### config.mk
export PLATFORM = sky130hd
export DESIGN_NAME = point_triple_orientation
export DESIGN_NICKNAME = d
export VERILOG_FILES = /design/src/hw/rtl/pto_pkg.sv /design/src/hw/rtl/pto_ram.sv /design/src/hw/rtl/pto_seq.sv /design/src/hw/rtl/pto_dp.sv /design/src/hw/rtl/point_triple_orientation.sv
export VERILOG_INCLUDE_DIRS = /design/src /design/src/hw/rtl
export SDC_FILE = /design/constraint.sdc
export NUM_CORES = 2
export LEC_CHECK = 0
export BUFFER_PORTS_ARGS = -buffer_cell sky130_fd_sc_hd__buf_2
export CAP_MARGIN = 5
export CORE_AREA = 2 2 342 598
export CTS_BUF_LIST = sky130_fd_sc_hd__clkbuf_2 sky130_fd_sc_hd__clkbuf_4 sky130_fd_sc_hd__clkbuf_8
export CTS_CLUSTER_DIAMETER = 60
export CTS_CLUSTER_SIZE = 10
export DETAILED_ROUTE_END_ITERATION = 16
export DIE_AREA = 0 0 344 600
export GPL_TIMING_DRIVEN = 0
export PLACE_DENSITY = 0.43
export SYNTH_ARGS = -nofsm -noshare
export SYNTH_HDL_FRONTEND = slang
export SYNTH_SLANG_ARGS = --single-unit
### constraint.sdc
create_clock -name clk -period 8.1 [get_ports clk]
set_input_delay 1.215 -clock clk [delete_from_list [all_inputs] [get_ports clk]]
set_output_delay 1.215 -clock clk [all_outputs]
set_load 0.05 [all_outputs]
### src/hw/rtl/assert_macros.svh
// Assertion shorthands shared by the RTL.
`ifndef ASSERT_MACROS_SVH
`define ASSERT_MACROS_SVH

// Same-cycle implication, disabled during reset.
`define PTO_ASSERT_IMP(lbl, clk, rst, ante, cons, msg) \
  lbl: assert property (@(posedge clk) disable iff (rst) (ante) |-> (cons)) \
    else $error(msg);

// Next-cycle implication, disabled during reset.
`define PTO_ASSERT_NXT(lbl, clk, rst, ante, cons, msg) \
  lbl: assert property (@(posedge clk) disable iff (rst) (ante) |=> (cons)) \
    else $error(msg);

`endif

### src/hw/rtl/pto_pkg.sv
`default_nettype none

package pto_pkg;

  localparam int MAX_POINTS_DEF = 16;
  localparam int COORD_BITS_DEF = 16;

  localparam int IDX_W      = 4;   // point index fields
  localparam int CNT_W      = 5;   // num_points register
  localparam int K_W        = 6;   // internal index / count, holds n and n+1
  localparam int ID_W       = 12;  // triple id
  localparam int COORD_IN_W = 16;  // coordinate ports
  localparam int ORI_W      = 2;
  localparam int NUM_MIN    = 3;

  localparam logic OP_WRITE = 1'b0;
  localparam logic OP_ROW   = 1'b1;

  localparam logic signed [ORI_W-1:0] ORI_POS = 2'sb01;
  localparam logic signed [ORI_W-1:0] ORI_NEG = 2'sb11;

  typedef enum logic [1:0] {
    TK_I,    // fetch first point
    TK_J,    // fetch second point
    TK_K,    // fetch third point, produces a result
    TK_ERR   // invalid row, produces the error result
  } tok_kind_t;

  typedef struct packed {
    logic             valid;
    tok_kind_t        kind;
    logic [K_W-1:0]   k;
    logic [ID_W-1:0]  id;
    logic             last;
  } tok_t;

endpackage

`default_nettype wire

### src/hw/rtl/pto_ram.sv
`default_nettype none

module pto_ram #(
  parameter int WIDTH = 32,
  parameter int DEPTH = 16
) (
  input  wire logic                     clk,
  input  wire logic                     we,
  input  wire logic [$clog2(DEPTH)-1:0] waddr,
  input  wire logic [WIDTH-1:0]         wdata,
  input  wire logic                     re,
  input  wire logic [$clog2(DEPTH)-1:0] raddr,
  output logic      [WIDTH-1:0]         rdata
);

  logic [WIDTH-1:0] mem [DEPTH];

  always_ff @(posedge clk) begin
    if (we) begin
      mem[waddr] <= wdata;
    end
    if (re) begin
      rdata <= mem[raddr];
    end
  end

endmodule

`default_nettype wire

### src/hw/rtl/pto_seq.sv
`default_nettype none

module pto_seq #(
  parameter int MAX_POINTS = pto_pkg::MAX_POINTS_DEF
) (
  input  wire logic                          clk,
  input  wire logic                          rst,
  input  wire logic                          cfg_we,
  input  wire logic [pto_pkg::CNT_W-1:0]     cfg_wdata,
  input  wire logic                          in_valid,
  output logic                               in_ready,
  input  wire logic                          operation,
  input  wire logic [pto_pkg::IDX_W-1:0]     point_index,
  input  wire logic [pto_pkg::IDX_W-1:0]     second_index,
  input  wire logic                          adv,
  output logic                               ram_we,
  output logic [$clog2(MAX_POINTS)-1:0]      ram_waddr,
  output logic [$clog2(MAX_POINTS)-1:0]      ram_raddr,
  output pto_pkg::tok_t                      iss
);
  import pto_pkg::*;

  localparam int AW = $clog2(MAX_POINTS);

  typedef enum logic [2:0] {S_IDLE, S_ERR, S_PI, S_PJ, S_PK} state_t;

  state_t          state;
  logic [CNT_W-1:0] num_points;
  logic [K_W-1:0]  i_r, j_r, jj_r, n_r, k;
  logic [ID_W-1:0] id, prod_a, jjn;

  logic [K_W-1:0]  n_eff, pi6, sj6, k_next, k_first;
  logic [ID_W-1:0] nm1, nm2;
  logic            in_acc, bad, k_done;

  // Next index at or above s that is neither a nor b.
  function automatic logic [K_W-1:0] skip_two(logic [K_W-1:0] s, logic [K_W-1:0] a,
                                             logic [K_W-1:0] b);
    logic [K_W-1:0] r;
    r = s;
    if (r == a || r == b) r = r + K_W'(1);
    if (r == a || r == b) r = r + K_W'(1);
    return r;
  endfunction

  always_comb begin
    if (K_W'(num_points) < K_W'(NUM_MIN)) begin
      n_eff = K_W'(NUM_MIN);
    end else if (K_W'(num_points) > K_W'(MAX_POINTS)) begin
      n_eff = K_W'(MAX_POINTS);
    end else begin
      n_eff = K_W'(num_points);
    end
  end

  assign in_ready = (state == S_IDLE);
  assign in_acc   = in_valid && in_ready;
  assign pi6      = K_W'(point_index);
  assign sj6      = K_W'(second_index);
  assign bad      = (pi6 >= n_eff) || (sj6 >= n_eff) || (pi6 == sj6);

  assign k_first = skip_two('0, i_r, j_r);
  assign k_next  = skip_two(k + K_W'(1), i_r, j_r);
  assign k_done  = (k_next >= n_r);

  assign nm1 = ID_W'(n_r) - ID_W'(1);
  assign nm2 = ID_W'(n_r) - ID_W'(2);

  assign ram_we    = in_acc && (operation == OP_WRITE) && (pi6 < K_W'(MAX_POINTS));
  assign ram_waddr = pi6[AW-1:0];

  always_comb begin
    case (state)
      S_PI:    ram_raddr = i_r[AW-1:0];
      S_PJ:    ram_raddr = j_r[AW-1:0];
      default: ram_raddr = k[AW-1:0];
    endcase
  end

  always_comb begin
    iss.valid = adv && (state inside {S_ERR, S_PI, S_PJ, S_PK});
    iss.k     = k;
    iss.id    = id;
    iss.last  = 1'b0;
    case (state)
      S_PI: begin
        iss.kind = TK_I;
      end
      S_PJ: begin
        iss.kind = TK_J;
      end
      S_PK: begin
        iss.kind = TK_K;
        iss.last = k_done;
      end
      default: begin
        iss.kind = TK_ERR;
        iss.k    = '0;
        iss.id   = '0;
        iss.last = 1'b1;
      end
    endcase
  end

  always_ff @(posedge clk) begin
    if (rst) begin
      state      <= S_IDLE;
      num_points <= CNT_W'(NUM_MIN);
    end else begin
      if (cfg_we) begin
        num_points <= cfg_wdata;
      end
      case (state)
        S_IDLE: begin
          if (in_acc && operation == OP_ROW) begin
            i_r   <= pi6;
            j_r   <= sj6;
            jj_r  <= (sj6 > pi6) ? sj6 - K_W'(1) : sj6;
            n_r   <= n_eff;
            state <= bad ? S_ERR : S_PI;
          end
        end
        S_ERR: begin
          if (adv) state <= S_IDLE;
        end
        S_PI: begin
          if (adv) begin
            prod_a <= nm1 * nm2;
            jjn    <= ID_W'(jj_r) * nm2;
            k      <= k_first;
            state  <= S_PJ;
          end
        end
        S_PJ: begin
          if (adv) begin
            id    <= ID_W'(i_r) * prod_a + jjn;
            state <= S_PK;
          end
        end
        S_PK: begin
          if (adv) begin
            id <= id + ID_W'(1);
            k  <= k_next;
            if (k_done) state <= S_IDLE;
          end
        end
        default: begin
          state <= S_IDLE;
        end
      endcase
    end
  end

endmodule

`default_nettype wire

### src/hw/rtl/pto_dp.sv
`default_nettype none

module pto_dp #(
  parameter int COORD_BITS = pto_pkg::COORD_BITS_DEF
) (
  input  wire logic                                clk,
  input  wire logic                                rst,
  input  wire pto_pkg::tok_t                       iss,
  input  wire logic [2*COORD_BITS-1:0]             rd_data,
  output logic                                     adv,
  output logic                                     out_valid,
  input  wire logic                                out_ready,
  output logic [pto_pkg::ID_W-1:0]                 triple_id,
  output logic [pto_pkg::IDX_W-1:0]                third_index,
  output logic signed [pto_pkg::ORI_W-1:0]         orientation,
  output logic                                     error,
  output logic                                     last
);
  import pto_pkg::*;

  localparam int DW = COORD_BITS + 1;
  localparam int PW = 2 * DW;

  tok_t                    s1_tok, s2_tok, s3_tok;
  logic [COORD_BITS-1:0]   ax, ay, rx, ry;
  logic signed [DW-1:0]    dx, dy, ux, uy, vx, vy;
  logic signed [PW-1:0]    p1, p2;

  // Whole pipeline moves together; the RAM read is gated by the same enable.
  assign adv = !out_valid || out_ready;

  assign rx = rd_data[COORD_BITS-1:0];
  assign ry = rd_data[2*COORD_BITS-1:COORD_BITS];
  assign dx = $signed({1'b0, rx}) - $signed({1'b0, ax});
  assign dy = $signed({1'b0, ry}) - $signed({1'b0, ay});

  always_ff @(posedge clk) begin
    if (rst) begin
      s1_tok.valid <= 1'b0;
      s2_tok.valid <= 1'b0;
      s3_tok.valid <= 1'b0;
      out_valid    <= 1'b0;
    end else if (adv) begin
      // stage 1: point data from RAM
      s1_tok <= iss;
      // stage 2: differences relative to the first point
      s2_tok <= s1_tok;
      vx     <= dx;
      vy     <= dy;
      if (s1_tok.valid && s1_tok.kind == TK_I) begin
        ax <= rx;
        ay <= ry;
      end
      if (s1_tok.valid && s1_tok.kind == TK_J) begin
        ux <= dx;
        uy <= dy;
      end
      // stage 3: cross product terms
      s3_tok <= s2_tok;
      p1     <= ux * vy;
      p2     <= uy * vx;
      // output register
      out_valid   <= s3_tok.valid && (s3_tok.kind == TK_K || s3_tok.kind == TK_ERR);
      triple_id   <= s3_tok.id;
      third_index <= s3_tok.k[IDX_W-1:0];
      error       <= (s3_tok.kind == TK_ERR);
      last        <= s3_tok.last;
      if (s3_tok.kind == TK_ERR) begin
        orientation <= '0;
      end else begin
        orientation <= (p1 > p2) ? ORI_POS : ORI_NEG;
      end
    end
  end

endmodule

`default_nettype wire

### src/hw/rtl/point_triple_orientation.sv
// Write beat: stored, no result; next beat taken the following cycle.
// Row beat: results pass the RAM read, difference, product and output registers,
// one result per cycle unless out_ready stalls (one point read and one cross
// product per cycle); the I, J and K states keep it busy until the row is done.
// Invalid row: single error result, busy in the error state until it is issued.
// Reset clears control and sets num_points to 3; point store is not cleared.
`default_nettype none
`include "assert_macros.svh"

module point_triple_orientation #(
  parameter int MAX_POINTS = pto_pkg::MAX_POINTS_DEF,
  parameter int COORD_BITS = pto_pkg::COORD_BITS_DEF
) (
  input  wire logic                                clk,
  input  wire logic                                rst,
  input  wire logic                                cfg_we,
  input  wire logic [pto_pkg::CNT_W-1:0]           cfg_wdata,
  input  wire logic                                in_valid,
  output logic                                     in_ready,
  input  wire logic                                operation,
  input  wire logic [pto_pkg::IDX_W-1:0]           point_index,
  input  wire logic [pto_pkg::IDX_W-1:0]           second_index,
  input  wire logic [pto_pkg::COORD_IN_W-1:0]      coord_x,
  input  wire logic [pto_pkg::COORD_IN_W-1:0]      coord_y,
  output logic                                     out_valid,
  input  wire logic                                out_ready,
  output logic [pto_pkg::ID_W-1:0]                 triple_id,
  output logic [pto_pkg::IDX_W-1:0]                third_index,
  output logic signed [pto_pkg::ORI_W-1:0]         orientation,
  output logic                                     error,
  output logic                                     last
);
  import pto_pkg::*;

  localparam int AW = $clog2(MAX_POINTS);
  localparam int RW = 2 * COORD_BITS;

  logic            adv, ram_we;
  logic [AW-1:0]   ram_waddr, ram_raddr;
  logic [RW-1:0]   ram_wdata, ram_rdata;
  tok_t            iss;

  assign ram_wdata = {COORD_BITS'(coord_y), COORD_BITS'(coord_x)};

  pto_seq #(
    .MAX_POINTS (MAX_POINTS)
  ) u_seq (
    .clk          (clk),
    .rst          (rst),
    .cfg_we       (cfg_we),
    .cfg_wdata    (cfg_wdata),
    .in_valid     (in_valid),
    .in_ready     (in_ready),
    .operation    (operation),
    .point_index  (point_index),
    .second_index (second_index),
    .adv          (adv),
    .ram_we       (ram_we),
    .ram_waddr    (ram_waddr),
    .ram_raddr    (ram_raddr),
    .iss          (iss)
  );

  pto_ram #(
    .WIDTH (RW),
    .DEPTH (MAX_POINTS)
  ) u_ram (
    .clk   (clk),
    .we    (ram_we),
    .waddr (ram_waddr),
    .wdata (ram_wdata),
    .re    (adv),
    .raddr (ram_raddr),
    .rdata (ram_rdata)
  );

  pto_dp #(
    .COORD_BITS (COORD_BITS)
  ) u_dp (
    .clk         (clk),
    .rst         (rst),
    .iss         (iss),
    .rd_data     (ram_rdata),
    .adv         (adv),
    .out_valid   (out_valid),
    .out_ready   (out_ready),
    .triple_id   (triple_id),
    .third_index (third_index),
    .orientation (orientation),
    .error       (error),
    .last        (last)
  );

  `PTO_ASSERT_IMP(a_err_is_last, clk, rst, out_valid && error, last && triple_id == '0, "error beat must be last with zero id")
  `PTO_ASSERT_IMP(a_ori_sign, clk, rst, out_valid && !error, orientation == ORI_POS || orientation == ORI_NEG, "orientation must be +1 or -1")
  `PTO_ASSERT_IMP(a_wr_idle, clk, rst, ram_we, in_valid && in_ready, "point store written outside an accepted write beat")
  `PTO_ASSERT_NXT(a_iss_busy, clk, rst, iss.valid && !iss.last, !in_ready, "row sequencer went idle mid-row")

endmodule

`default_nettype wire

---- Yosys cells after proc, flatten, opt, wreduce, memory -nomap -nowiden ----
Memory sizes are Yosys's and may differ from the RTL's. A register that Yosys moved wholly into a read port is not among the register bits.
Cells that the tools add are included.
word-level totals
  output and inout bits ................... 22
  logic and storage cells ................. 148
  bits in registers ....................... 318
  input bits .............................. 51
  RAM bits ................................ 512
  memories ................................ 1
operators by class
  $add $sub $neg .......................... 11
  reductions and logical operators ........ 34
  multiplexer cells ....................... 27
  order comparisons ....................... 8
  multipliers ............................. 5
  equality and inequality tests ........... 20
  bitwise gates (word level) .............. 2
memories
  memory     words  width  read ports  clocked after Yosys merged registers in  wr ports  RTL line       source
  u_ram.mem  16     32     1           1                                        1         pto_ram.sv:16  logic [WIDTH-1:0] mem [DEPTH];
operator list
  operator                                                         count
  17-bit by 17-bit multiplier with 34-bit output                   2
  34-bit greater-than comparator                                   1
  16-bit by 16-bit subtractor with 17-bit output                   2
  6-bit two-way mux                                                5
  6-bit by 4-bit equality test with 1-bit output                   4
  12-bit two-way mux                                               2
  12-bit case mux with 2 select lines                              1
  6-bit by 1-bit adder with 6-bit output, second input constant    3
  3-bit two-way mux                                                6
  3-bit case mux with 5 select lines                               1
  12-bit by 1-bit adder with 12-bit output, second input constant  1
  12-bit adder                                                     1
  6-bit logical NOT                                                2
  12-bit by 12-bit multiplier with 12-bit output                   1
  4-bit by 12-bit multiplier with 12-bit output                    1
  6-bit by 12-bit multiplier with 12-bit output                    1
  6-bit case mux with 2 select lines                               1
  3-bit AND reduction                                              4
  4-bit by 5-bit >= comparator with 1-bit output                   2
  5-bit two-way mux                                                2
  2-bit by 1-bit != test with 1-bit output, second input constant  5
  1-bit by 4-bit equality test with 1-bit output                   2
  1-bit logical AND                                                8
  1-bit logical OR                                                 8
  33 further kinds                                                 41

---- Logic depth before layout (Yosys ltp) ----
  depth in word-level cells ............... 11
  depth in mapped cells ................... 24
  mapped depth without buffers ............ 23

---- Hierarchy ----
A second synthesis with hierarchy kept.
second synthesis, totals
  cells, all modules ...................... 4631
  area, all modules ....................... 59657.2 sq um
by module, submodules not included
  module   cells an instance  sequential area each (sq um)  instances  area an instance (sq um)
  pto_dp   2917               7437.1                        1          31293.8
  pto_ram  838                16335.7                       1          20155.6
  pto_seq  876                1931.9                        1          8207.9

---- Least setup slack after synthesis ----
OpenSTA, ideal clock, no wires.
  path kind ............................... input -> register
  start ................................... in out_ready
  end ..................................... reg u_dp.ux[0], enable pin
  required time ........................... 7.705 ns
  arrival time ............................ 7.150 ns
  path buffers ............................ 0
  slack ................................... 0.555 ns
  library setup time ...................... 0.395 ns
  cell stages on the path ................. 5
  cell sequence ........................... nor2b_1 inv_1 nand2b_1 inv_1 and4b_1
between the ends
  word-level cells in the longest chain between the ends .. 2
ends and longest elaborated chain
  what                           RTL line                        source
  from (decl)                    point_triple_orientation.sv:26  input wire logic out_ready,
  1-bit logical OR               pto_dp.sv:30                    assign adv = !out_valid || out_ready;
  net adv                        point_triple_orientation.sv:38  logic adv, ram_we;
  3-bit AND reduction (no line)  --
  to (signal assigned)           pto_dp.sv:55                    ux <= dx;
  to (decl)                      pto_dp.sv:26                    logic signed [DW-1:0] dx, dy, ux, uy, vx, vy;
The timed path passes the listed nets, and every way through them passes these cells.
A chain may end at the register's enable or synchronous reset.

---- Worst setup path after layout ----
  start ................................... reg u_dp.ux[13]
  end ..................................... reg u_dp.p1[33], data pin
between the ends
  word-level cells in the longest chain between the ends .. 1
ends and longest elaborated chain
  what                                            RTL line      source
  17-bit by 17-bit multiplier with 34-bit output  pto_dp.sv:60  p1 <= ux * vy;
  to (signal assigned)                            pto_dp.sv:60
  to (decl)                                       pto_dp.sv:27  logic signed [PW-1:0] p1, p2;
No other way between the ends.

==> metrics.cfg <==
[status]
status=finished, final reports clean

[worst_hold_path]
hp-start=u_dp.s1_tok[1]
hp-class=reg2reg
hold_depth=0
hold_end=u_dp.s2_tok[1]

[floorplan]
die_h_um=600
core_region_area_um2=201000
initial_core_util_pct=29.9
rows=218
die_x_um=344
io_pins=73
die-area_um2=206000

[logic_synthesis]
synthFlopType=edfxtp_1
synth_top_area_share_pct=42.3
synth.most_common_cell=inv_1
synth-seq-cells=860
synth_common_cells=874 x inv_1, 848 x edfxtp_1, 679 x fa_1
yosysTopAreaCell=edfxtp_1
syn_area_per_cell_um2=12.8
yosysWarningCount=0
synth_cells=4715
synthTopCellsByArea=edfxtp_1 42%, fa_1 23%, ha_1 6.7%
synth_edf_count=848
async_flop_share_pct=0
ys_types=74
synth.net_count=5767
ys_seq_area_share_pct=42.7
synthesis.area_um2=60200

[setup_path]
critPathTopFamily=adder cells
r2r_slack_ns=0.34
crit_buf_inv=4
cp_common_cell=fa_1
crit_type=reg2reg
worstSetupStartpoint=u_dp.ux[13]
critPathMaxStageDelay_ns=0.77
worst_setup_path_start_kind=register
slowest_stage=edfxtp_1
path_cells=clkbuf_1 -> nand2_1 -> fa_1 -> fa_1 -> inv_1 -> fa_1 -> inv_1 -> fa_1 -> fa_1 -> fa_1 -> inv_1 -> ha_1 -> a21o_1 -> a2111oi_0 -> a211oi_1 -> a2111oi_1 -> o31ai_1 -> a21oi_1 -> xnor2_1
cp_data_required_time_ns=8.62
endpoint_kind=register
critical_path_arrival_ns=8.28
r2r_start=u_dp.ux[13]
path_depth=19
worstReg2RegEnd=u_dp.p1[33]
reg2reg_depth=19
path_max_fanout=10

[flow_run]
drv_cap=0

[clock_tree]
post_cts_buffers=0
cts_buffers=99
clk_pin_slew_ns=0.08
cts_tree=built
cts.sinks=860
cts_hold_buffers=0
cts_root_buf=clkbuf_8
clockBufferDepth=3
htreeDepth=3
clk_latency_ns=0.83

[timing]
rsz0062_at_grt=true
setup_viol=0
skew_ns=0.0895
hold_violations=0
maxSlewViolCount=0
worst_pin_slew_ns=1.30
fmax_mhz=129
fin_crit_sh_pct=95.8
slew_headroom_pct=13.0
min_period_ns=7.76

[global_route]
overflow=0
grt_pass1_wl_um=249000
grt_use_total_pct=16.5
antenna_found_initial=12
first_global_vias=39289
grt_max_degree=94

[route]
post_drt_wl_per_cell_um=21.9
antenna_left=0
drt_iter0_drc=1612
first_pass_iters=7
drt-total-wl_um=167000
vias=34814
via_per_inst=4.58
drc=0

[cells_and_area]
final_nets=5979
final_util_pct=33.0
syn_to_final_growth_pct=10.3
drive_above_1_share_pct=8.79

[place]
place.gp.congestion=0.899
io_buffers=71
dpl.hpwl_um=133000

-- routing by layer --
layer	track usage (%)	vias up	routed length (µm)
met2	33.8	468	98400
met4	7.98	8	8990
met5	0	-	51
met1	15.8	18133	55600
li1	-	15937	-
met3	1.60	268	3710
-- sequential cells by signal, indices dropped and copies added (netlist names), 20 cells and up --
register and flops:
u_dp.p1 34, u_dp.p2 34, u_dp.s1_tok 20, u_dp.s2_tok 20
u_dp.s3_tok 20, u_ram.mem 512, u_ram.rdata 32
-- logic make-up (layout without fill, tap and decap cells) --
group | count (synthesis) | in the layout | share of synthesized area [%]
AOI/OAI and AO/OA | 385 | 385 | 4.11
xor gates and xnor gates | 170 | 170 | 2.64
adders and majority gates | 1001 | 1001 | 29.3
buffers and inverters | 1015 | 1258 | 6.37
DFF | 860 | 860 | 42.7
muxes | 175 | 175 | 5.59
other | 0 | 9 | 0
and+or+nand+nor | 1109 | 1109 | 9.34
-- layout make-up --
cell class	count	area, µm²
Buffer	138	543
Tap cell	2640	3300
Sequential cell	860	25700
Antenna cell	9	22.5
Multi-Input combinational cell	2840	30800
Timing Repair Buffer	111	945
Clock buffer	116	1490
Clock inverter	16	272
Fill cell	20254	135000
Inverter	877	3300
-- worst max-delay path by stage --
stage                        endpoint  slack [ns]
after floorplan            u_dp.ux[0]        0.55
after global placement     u_dp.uy[0]       -3.01
after detailed placement  u_dp.p1[32]        0.21
after CTS                 u_dp.p1[32]        0.18
after global routing      u_dp.p1[33]       -0.04
final                     u_dp.p1[33]        0.34
-- metrics by stage --
stage	area, µm²	setup TNS [ns]	setup WS [ns]	std cells	hold WS [ns]
CTS	66400	0	0.180	7598	0.405
detailed placement	64600	0	0.209	7466	0.405
global placement	63900	-374.48	-3.01	7426	0.404
global route	66400	-0.0368	-0.0368	7599	0.430
finish	66400	0	0.343	7607	0.397
floorplan	60200	0	0.555	4715	0.400
-- cell usage in the layout, fill, tap and decap left out, types with 11 or more instances in the layout --
cell type,count
inv_1,873
edfxtp_1,848
fa_1,679
nand2_1,394
and2_1,336
ha_1,322
xnor2_1,130
a21oi_1,130
mux4_2,128
nor2_1,117
clkbuf_1,108
clkbuf_8,99
buf_2,82
nor2b_1,73
o21ai_0,54
a21o_1,49
a211oi_1,48
mux2i_1,43
xor2_1,33
nand2b_1,31
nor3_1,31
nand3_1,27
o21bai_1,19
buf_6,19
clkbuf_4,17
buf_1,16
and3_1,16
o21a_1,15
or3_1,14
nand4_1,13
nor2_4,12
dfxtp_1,12
buf_12,11
-- timing repair --
item	in CTS	in global routing
endpoints found under the setup margin	0	2
gates resized for setup	0	2
endpoints found under the hold margin	0	0
Power is left out: the tool's default activity adds up to more than one toggle a clock period on the data nets, which glitch-free logic cannot reach.
